==> config.mk <==
export PLATFORM = sky130hd
export DESIGN_NAME = stqs_arith
export DESIGN_NICKNAME = d
export VERILOG_FILES = /design/src/design/sorted_timer_queue_scheduler_unit_macros.svh /design/src/design/stqs_pkg.sv /design/src/design/stqs_arith.sv
export SDC_FILE = /design/constraint.sdc
export NUM_CORES = 1
export LEC_CHECK = 0
export ABC_CLOCK_PERIOD_IN_PS = 3700
export BUFFER_PORTS_ARGS = -buffer_cell sky130_fd_sc_hd__buf_2
export CORE_MARGIN = 2
export CORE_UTILIZATION = 45
export CTS_CLUSTER_DIAMETER = 200
export CTS_CLUSTER_SIZE = 14
export DETAILED_ROUTE_END_ITERATION = 16
export GPL_TIMING_DRIVEN = 0
export PLACE_DENSITY = 0.73
export SYNTH_ARGS = -nofsm -noshare
export SYNTH_HDL_FRONTEND = slang
export SYNTH_SLANG_ARGS = --single-unit
==> constraint.sdc <==
create_clock -name clk -period 3.7 [get_ports clk]
set_input_delay 0.185 -clock clk [delete_from_list [all_inputs] [get_ports clk]]
set_output_delay 0.185 -clock clk [all_outputs]
set_load 0.005 [all_outputs]
==> src/design/sorted_timer_queue_scheduler_unit_macros.svh <==
// assertion helpers shared by the scheduler rtl
`ifndef SORTED_TIMER_QUEUE_SCHEDULER_UNIT_MACROS_SVH
`define SORTED_TIMER_QUEUE_SCHEDULER_UNIT_MACROS_SVH

// same-cycle implication, clocked on clk, off during rst
`define STQS_ASSERT_NOW(name, ante, cons, msg) \
  name: assert property (@(posedge clk) disable iff (rst) (ante) |-> (cons)) \
    else $error(msg);

// next-cycle implication
`define STQS_ASSERT_NXT(name, ante, cons, msg) \
  name: assert property (@(posedge clk) disable iff (rst) (ante) |=> (cons)) \
    else $error(msg);

`endif

==> src/design/stqs_pkg.sv <==
package stqs_pkg;

  localparam int OUT_TIME_W = 62;
  localparam int CFG_IDX_W  = 2;
  localparam int CFG_DATA_W = 16;
  localparam int UNIT_W     = 40;

  // shared multiply / divide unit
  localparam int ARITH_AW = 80;
  localparam int ARITH_BW = 48;
  localparam int ARITH_PW = 128;
  localparam int ARITH_CW = 7;

  localparam logic [13:0] UNITS_PER_MS = 14'd14112;
  localparam logic [15:0] TPS_RESET    = 16'd294;
  localparam logic [12:0] BLK_RESET    = 13'd64;

  localparam logic [CFG_IDX_W-1:0] REG_TICKS_PER_SAMPLE = 2'd0;
  localparam logic [CFG_IDX_W-1:0] REG_BLOCK_SAMPLES    = 2'd1;

  localparam logic [2:0] ACT_SET_ABS  = 3'd0;
  localparam logic [2:0] ACT_DELAY    = 3'd1;
  localparam logic [2:0] ACT_UNSET    = 3'd2;
  localparam logic [2:0] ACT_SET_UNIT = 3'd3;
  localparam logic [2:0] ACT_ADVANCE  = 3'd4;

  localparam logic [1:0] EV_ACK     = 2'd0;
  localparam logic [1:0] EV_FIRED   = 2'd1;
  localparam logic [1:0] EV_ADVANCE = 2'd2;

  typedef struct packed {
    logic [2:0]            action;
    logic [4:0]            clock_index;
    logic [OUT_TIME_W-1:0] absolute_time;
    logic [31:0]           amount;
    logic                  sample_flag;
  } req_t;

  typedef struct packed {
    logic [1:0]            event_kind;
    logic [4:0]            fired_clock;
    logic [OUT_TIME_W-1:0] now_time;
  } rsp_t;

  typedef struct packed {
    logic                start;
    logic                is_div;
    logic [ARITH_AW-1:0] a;
    logic [ARITH_BW-1:0] b;
  } arith_cmd_t;

  typedef struct packed {
    logic                done;
    logic [ARITH_PW-1:0] value;
  } arith_res_t;

endpackage

==> src/design/stqs_arith.sv <==
module stqs_arith (
  input  logic                clk,
  input  logic                rst,
  input  stqs_pkg::arith_cmd_t cmd,
  output stqs_pkg::arith_res_t res
);

  localparam int AW = stqs_pkg::ARITH_AW;
  localparam int BW = stqs_pkg::ARITH_BW;

  // upper BW+1 bits hold partial sum or remainder, lower AW bits the operand
  logic [AW+BW:0]                p;
  logic [BW-1:0]                 b;
  logic                          is_div;
  logic                          running;
  logic                          done;
  logic [stqs_pkg::ARITH_CW-1:0] cnt;

  logic [AW+BW:0] sh;
  logic [BW:0]    rem;
  logic [BW:0]    sum;
  logic [AW+BW:0] p_next;

  always_comb begin
    sh  = {p[AW+BW-1:0], 1'b0};
    rem = sh[AW+BW:AW];
    sum = p[AW+BW:AW] + (p[0] ? {1'b0, b} : '0);
    if (is_div) begin
      if (rem >= {1'b0, b}) begin
        p_next = {rem - {1'b0, b}, sh[AW-1:1], 1'b1};
      end else begin
        p_next = sh;
      end
    end else begin
      p_next = {1'b0, sum, p[AW-1:1]};
    end
  end

  always_ff @(posedge clk) begin
    if (rst) begin
      running <= 1'b0;
      done    <= 1'b0;
      cnt     <= '0;
    end else begin
      done <= 1'b0;
      if (cmd.start && !running) begin
        running <= 1'b1;
        cnt     <= stqs_pkg::ARITH_CW'(AW);
      end else if (running) begin
        cnt <= cnt - 1'b1;
        if (cnt == stqs_pkg::ARITH_CW'(1)) begin
          running <= 1'b0;
          done    <= 1'b1;
        end
      end
    end
  end

  always_ff @(posedge clk) begin
    if (cmd.start && !running) begin
      p      <= {{(BW+1){1'b0}}, cmd.a};
      b      <= cmd.b;
      is_div <= cmd.is_div;
    end else if (running) begin
      p <= p_next;
    end
  end

  assign res.done  = done;
  assign res.value = is_div ? {{(stqs_pkg::ARITH_PW-AW){1'b0}}, p[AW-1:0]}
                            : p[stqs_pkg::ARITH_PW-1:0];

endmodule

Word-level counts from Yosys, hierarchy flattened
Index checks and enable logic that the tools add are counted.
{"block": "op_classes", "addsub": 3, "magnitude_cmp": 1, "eq_ne": 1, "mux": 12, "bitwise": 1, "n_reduce_logical": 5}
{"cell": "129-bit 2-to-1 mux", "n": 2}
{"cell": "80-bit 2-to-1 mux", "n": 2}
{"cell": "128-bit 2-to-1 mux", "n": 1}
{"cell": "49-bit by 48-bit adder with 49-bit output", "n": 1}
{"cell": "49-bit by 48-bit greater-or-equal comparator with 1-bit output", "n": 1}
{"cell": "49-bit by 48-bit subtractor with 49-bit output", "n": 1}
{"cell": "48-bit 2-to-1 mux", "n": 1}
{"cell": "7-bit 2-to-1 mux", "n": 2}
{"cell": "7-bit by 1-bit == test with 1-bit output, second input constant", "n": 1}
{"cell": "7-bit by 1-bit subtractor with 7-bit output, second input constant", "n": 1}
{"cell": "1-bit 2-to-1 mux", "n": 4}
{"cell": "3-bit OR reduction", "n": 1}
{"cell": "2-bit nonzero test", "n": 1}
{"cell": "2-bit OR reduction", "n": 1}
{"cell": "1-bit logical AND", "n": 1}
{"cell": "1-bit zero test", "n": 1}
{"cell": "1-bit NOT", "n": 1}
{"block": "word_totals", "reg_bits": 187, "input_bits": 132, "out_inout_bits": 129, "elab_cells": 31}

Depth between registers and ports, before layout
Gate-level depths: netlist of run 1.
{"block": "depth", "depth_word": 5, "ltp_mapped": 15}

Worst setup path after synthesis of run 1
OpenSTA, ideal clock, no wires.
{"block": "synth_timing", "path_type": "reg-to-reg", "from": "reg p[0]", "to": "reg p[120]", "setup_ns": 0.122, "t_arrival_ns": 3.227, "required_ns": 3.578, "slack_ns": 0.352, "stages_incl_launch_ff": 15, "n_path_buf": 2, "period_less_slack_ns": 3.348, "path_cell_list": "edfxtp_1 clkbuf_1 clkbuf_1 and2_1 ha_1 a21o_1 and4_1 o211ai_1 o21ai_0 a31oi_1 o41a_1 o21ai_0 a21oi_1 xnor2_1 a221o_1"}
{"block": "synth_between", "elab_chain_len": 3}
{"element": "from (decl)", "line": "stqs_arith.sv:12", "source": "logic [AW+BW:0] p;"}
{"element": "from (signal assigned)", "line": "stqs_arith.sv:61", "source": "p <= {{(BW+1){1'b0}}, cmd.a};"}
{"element": "from (signal assigned)", "line": "stqs_arith.sv:65", "source": "p <= p_next;"}
{"element": "48-bit 2-to-1 mux", "line": "stqs_arith.sv:27", "source": "sum = p[AW+BW:AW] + (p[0] ? {1'b0, b} : '0);"}
{"element": "49-bit by 48-bit adder with 49-bit output", "line": "stqs_arith.sv:27"}
{"element": "129-bit 2-to-1 mux", "line": "stqs_arith.sv:28", "source": "if (is_div) begin"}
Every way passes these cells.
A chain may end at the register's enable or synchronous reset.

Worst setup path after layout of run 1
{"block": "layout_timing", "from": "reg p[0]", "to": "reg p[126]"}
The elaborated chain is that of the path after synthesis.

==> results of run 1 <==
[state kept, by name, summed over array words and instances, names as in the netlist]
register  cells
b            48
cnt           7
p           129
is_div        1
done          1
running       1
[kinds of logic (layout without fill, tap and decap cells)]
group / Yosys count / in the layout / share of synthesized area [%]
DFF: 187 / 187 / 33.0
buffers and inverters: 251 / 645 / 8.35
muxes: 109 / 109 / 7.22
AOI/OAI and AO/OA: 529 / 529 / 21.6
adders and majority gates: 100 / 100 / 8.31
xor gates and xnor gates: 84 / 84 / 4.83
and+or+nand+nor: 518 / 518 / 16.7
[power by group through the flow]
stage          registers (mW)  clock network (mW)  logic, mW
5_1_grt                  3.14                2.13       6.01
2_1_floorplan            2.93                   0       3.74
4_1_cts                  3.07                2.06       5.27
3_5_place_dp             3.12                   0       5.05
6_report                 3.09                2.04       5.52
3_3_place_gp             3.12                   0       4.97
[metrics by stage]
step                      total power [mW]  setup WS (ns)  utilization, %  instances  hold WS (ns)
after floorplan                       6.68          0.352               -       1778         0.284
after global placement                8.09          -1.28            51.1       2485         0.362
after detailed placement              8.16          -1.33            51.3       2487         0.364
after CTS                             10.4        0.00110            56.4       2612      0.000221
after global routing                  11.3        -0.0527            57.1       2620        0.0106
final                                 10.6         0.0619            57.1       2620        0.0149
[critical path: cells and delay by family (launching register included)]
kind,cells,cell delay (ns)
simple gates,2,0.40
fa+ha+maj,1,0.36
compound gates,7,1.61
buf+inv,4,0.68
flops,1,0.43
[layout make-up]
cell class	instances	area (um2)	area share, %
clock inverter	14	201	1.05
multi-input combinational	1340	9200	48.2
tap	448	561	2.93
inverter	73	277	1.45
buffer	170	1010	5.31
sequential	187	5040	26.4
timing repair buffer	370	2390	12.5
clock buffer	18	429	2.25
[cell usage in the layout (no fill, tap or decap), drive strengths merged, types with 17 or more instances in the layout]
| master | instances |
|---|---|
| nand4 | 25 |
| a21oi | 143 |
| mux2i | 102 |
| nor3 | 17 |
| xor2 | 37 |
| dfxtp | 58 |
| clkbuf | 89 |
| a31oi | 19 |
| ha | 98 |
| a21o | 46 |
| xnor2 | 47 |
| dlygate4sd3 | 89 |
| buf | 380 |
| o211ai | 22 |
| inv | 79 |
| o21ai | 173 |
| nor2b | 63 |
| and2 | 59 |
| nand2 | 182 |
| nor2 | 85 |
| edfxtp | 129 |
| nand3 | 28 |
[what timing repair did]
item / 4_1_cts / 5_1_grt
pin swaps: 10 / 20
setup buffers: 8 / 12
endpoints found under the setup margin: 38 / 25
gates resized for setup: 38 / 42
hold buffers: 89 / 0
cloned: 0 / 0
endpoints found under the hold margin: 89 / 0
[metal layers]
| layer | up-vias | GRT usage, % | wire (um) |
|---|---|---|---|
| li1 | 7114 | - | - |
| met4 | 2 | 10.1 | 1550 |
| met1 | 7078 | 35.2 | 21100 |
| met5 | - | 0 | 17 |
| met3 | 99 | 6.34 | 4130 |
| met2 | 640 | 47.4 | 24200 |
[final timing paths]
kind         startpoint     end  slack [ns]  cells after the start
min             cmd[72]   p[24]        0.01                      3
max                p[0]  p[126]        0.06                     14
max reg2reg        p[0]  p[126]        0.06                     14
min reg2reg      cnt[4]  cnt[4]        0.51                      1
==> results.cfg, run 1 <==
[cells_and_area]
fillers = 2964
diodes = 0
area_delta_synth_final_pct = 25.4
final_nets = 2391
fin_area_mm2 = 0.0191
drive_above_1_share_pct = 21.7

[routing]
routed_wl_mm = 51.0
vias = 14900
dr.pass1.iters = 7
remaining_drc_errors = 0
wire_per_inst_um = 19.5
drtIter0Drc = 1027
viasPerCell = 5.70
ant_nets = 0

[yosys]
yosysMostFrequentCell = nand2_1
async_flop_share_pct = 0
yosys-top-cells-count = nand2_1, o21ai_0, a21oi_1, edfxtp_1, mux2i_1
yosys-top-cells-area = edfxtp_1, ha_1, dfxtp_1
synthesis.nets = 2010
syn_area_per_cell_um2 = 8.57
synth-seq-cells = 187
synthCells = 1778
ys_warn_count = 0
synth_top_area_share_pct = 25.4
yosysSeqAreaShare_pct = 33.0
synth-edff-count = 129
synth_ff_type = edfxtp_1
synth.distinct_cells = 81
synth.largest_area_cell = edfxtp_1
synth_area_mm2 = 0.0152

[worst_setup_path]
critPathLaunchType = register
path_class = register to register
end_kind = register
cp.arrival_ns = 3.96
critPathMaxStageDelay_ns = 0.43
cp_max_fo = 6
critical_path.cell_chain = buf_6 > clkbuf_2 > and2_1 > ha_1 > and4_1 > o211ai_1 > buf_4 > o21a_1 > o211ai_1 > buf_4 > a211oi_2 > a21oi_2 > a211oi_1 > o211ai_1
cp_slowest_cell = edfxtp_1
cp.required_ns = 4.02
crit_top_cell = o211ai_1

[global_route]
grt_use_total_pct = 28.1
grt_max_degree = 68
grt-ovfl-total = 0
grt_antenna_before_repair = 1
grt_pass1_vias = 14600
grt_pass1_wl_mm = 78.5

[cts]
clock_latency_ns = 0.46
cts_root_buffer = clkbuf_16
clkSinkCount = 187
numCtsBuffers = 17
cts_tree = built
clock_path_buffers = 2
htreeDepth = 4
clkTransAtPathRegs_ns = 0.08

[placed_design]
place_hpwl_mm = 37.7
io_buffers = 259
placed_area_mm2 = 0.0171
gp_congestion = 0.941

[min_path]
hp-class = input pin to register

[power]
leakage_nw = 8.66
power.share.switching_pct = 42.6
p_switching_mw = 4.53
power_frac_comb_pct = 51.8
pwr-share-seq_pct = 29.0
intPower_mw = 6.11
power_frac_clock_pct = 19.1
vdd_drop_max_uv = 365
power.density_mw_per_mm2 = 557

[floorplanning]
die_h_um = 188
initial_core_util_pct = 45.6
core_mm2 = 0.0334
dieWidth_um = 188
num_rows = 67
die_area_mm2 = 0.0354
ios = 261

[timing]
finalHoldViolations = 0
finalCritPeriodShare_pct = 98.3
rsz0062_at_grt = true
tightest_slew_ns = 1.14
slew_viol_final = 0
setup_violations = 0
fmax_ghz = 0.275
fin_skew_ns = 0.0156
fin_crit_ns = 3.64
relSlewSlack_pct = 23.7
finalSetupTns_ns = 0

[status]
status = finished, final reports clean

[job]
drv_cap = 0
Note: power is estimated with default switching activity, not from simulation.
==> run 2: changes to the inputs <==
--- a/config.mk
+++ b/config.mk
@@ -9,2 +9,3 @@
 export BUFFER_PORTS_ARGS = -buffer_cell sky130_fd_sc_hd__buf_2
+export CAP_MARGIN = 20
 export CORE_MARGIN = 2
--- a/constraint.sdc
+++ b/constraint.sdc
@@ -3,2 +3,2 @@
 set_output_delay 0.185 -clock clk [all_outputs]
-set_load 0.005 [all_outputs]
+set_load 0.02 [all_outputs]
==> results.cfg, run 2 (same netlist as run 1, synthesis figures left out) <==
[status]
status = finished, final reports clean

[placed_design]
io_buffers = 259
place_hpwl_mm = 37.7
placed_area_mm2 = 0.0171
gp_congestion = 0.941
dpl_worst_slack_ns = -1.33

[cts]
clkSinkCount = 187
cts_root_buffer = clkbuf_16
clock_path_buffers = 2
htreeDepth = 4
numCtsBuffers = 17
clkTransAtPathRegs_ns = 0.08
clock_latency_ns = 0.47
cts_tree = built

[worst_setup_path]
critPathMaxStageDelay_ns = 0.44
cp.required_ns = 4.03
reg2reg_from = p[0]
path_class = register to register
cp_num_buf_inv = 5
critPathLaunchType = register
ff2ff_path_depth = 16
critical_path.cell_chain = buf_6 > buf_8 > and2_1 > ha_2 > buf_4 > a21o_1 > and4_1 > o211ai_1 > buf_4 > o21a_2 > o211ai_1 > buf_4 > a211oi_2 > a21oi_1 > a211oi_1 > o211ai_1
cp_top_family = compound AO/OA/AOI/OAI gates
cp_max_fo = 5
cp.arrival_ns = 3.96
cp_slowest_cell = edfxtp_1
regToRegSetupSlack_ns = 0.07
end_kind = register
crit_start = p[0]
reg2reg_to = p[126]

[floorplanning]
initial_core_util_pct = 45.6
ios = 261
core_mm2 = 0.0334
die_h_um = 188
num_rows = 67
dieWidth_um = 188
die_area_mm2 = 0.0354

[cells_and_area]
fin_area_mm2 = 0.0191
reg_top3 = p (129), b (48), cnt (7)
largest_register_ffs = 129
final_common_cell = buf_2
final_cell_mix = buf_2, nand2_1, o21ai_0, a21oi_1, edfxtp_1
drive_above_1_share_pct = 21.8
area_delta_synth_final_pct = 25.6
diodes = 0
multi_input_area_mm2 = 0.00920
regArea_mm2 = 0.00504
final_nets = 2400
largest_register = p
fillers = 2987

[routing]
ant_nets = 0
wire_per_inst_um = 19.6
remaining_drc_errors = 0
routed_wl_mm = 51.6
drtIter0Drc = 1045
vias = 15000
dr.pass1.iters = 7
viasPerCell = 5.72

[timing]
worst_slack_ns = 0.0723
finalSetupTns_ns = 0
relSlewSlack_pct = 26.5
tightest_slew_ns = 1.10
rsz0062_at_grt = true
fin_crit_ns = 3.63
setup_violations = 0
slew_viol_final = 0
fmax_ghz = 0.276
fin_skew_ns = 0.0146
finalCritPeriodShare_pct = 98.0
finalHoldViolations = 0

[min_path]
holdPathEnd = p[36]
min_from = cmd[84]
hp-class = input pin to register
whs_path_depth = 3

[power]
leakage_nw = 8.68
vdd_drop_max_uv = 372
power.total_mw = 10.8
power.density_mw_per_mm2 = 562

[global_route]
grt_antenna_before_repair = 1
grt_pass1_wl_mm = 79.1
grt_pass1_vias = 14700
grt_use_total_pct = 28.4
use_met1_pct = 35.2
grt_max_degree = 68
busiest_layer = met2
grt-ovfl-total = 0
met3_usage_pct = 6.34
met2_usage_pct = 47.7

[job]
drv_cap = 0
## run 2: layer usage
layer  up-vias  share of wire [%]
met5         -              0.033
met4         2                3.5
met3       100                7.7
met2       702                 47
met1      7097                 42
li1       7135                  -
## run 2: layout make-up
| type | count | share of cell area, % |
|---|---|---|
| repair buffers | 379 | 12.9 |
| clock inverters | 14 | 0.739 |
| inverters | 73 | 1.44 |
| flip-flops and latches | 187 | 26.3 |
| plain buffers | 170 | 5.33 |
| multi-input cells | 1340 | 48.1 |
| well taps | 448 | 2.93 |
| clock buffers | 18 | 2.24 |
## run 2: worst max-delay path by stage
stage               endpoint  slack [ns]  cells past startpoint
detailed placement    p[120]       -1.33                     14
global placement      p[120]       -1.28                     14
CTS                   p[120]       -0.02                     14
global route            p[0]       -0.05                     14
floorplan             p[120]        0.35                     14
finish                p[126]        0.07                     16
## run 2: repair_timing
| item | in CTS | in global routing |
|---|---|---|
| setup endpoints to repair | 42 | 45 |
| cloned | 0 | 1 |
| pin swaps | 10 | 22 |
| setup buffers | 7 | 13 |
| hold buffers | 97 | 0 |
| resized for setup | 37 | 47 |
| endpoints found under the hold margin | 97 | 0 |
## run 2: tightest hold or removal path, delay by kind of cell
kind                   cells  cell delay [ns]
and+or+nand+nor            1             0.04
AOI/OAI and AO/OA          1             0.07
buffers and inverters      1             0.07
## run 2: report_power, final
group	internal, mW	total, mW	switching [mW]
clock	0.947	1.87	0.920
sequential	2.64	3.09	0.453
combinational	2.40	5.79	3.40
total	5.98	10.8	4.77
## run 2: per-stage QoR
| stage | utilization (%) | std cells | hold slack [ns] |
|---|---|---|---|
| after CTS | 56.4 | 2618 | 0.000367 |
| after global placement | 51.1 | 2485 | 0.362 |
| final | 57.2 | 2629 | 0.0121 |
| after detailed placement | 51.3 | 2487 | 0.363 |
| after global routing | 57.2 | 2629 | 0.00821 |
| after floorplan | - | 1778 | 0.284 |
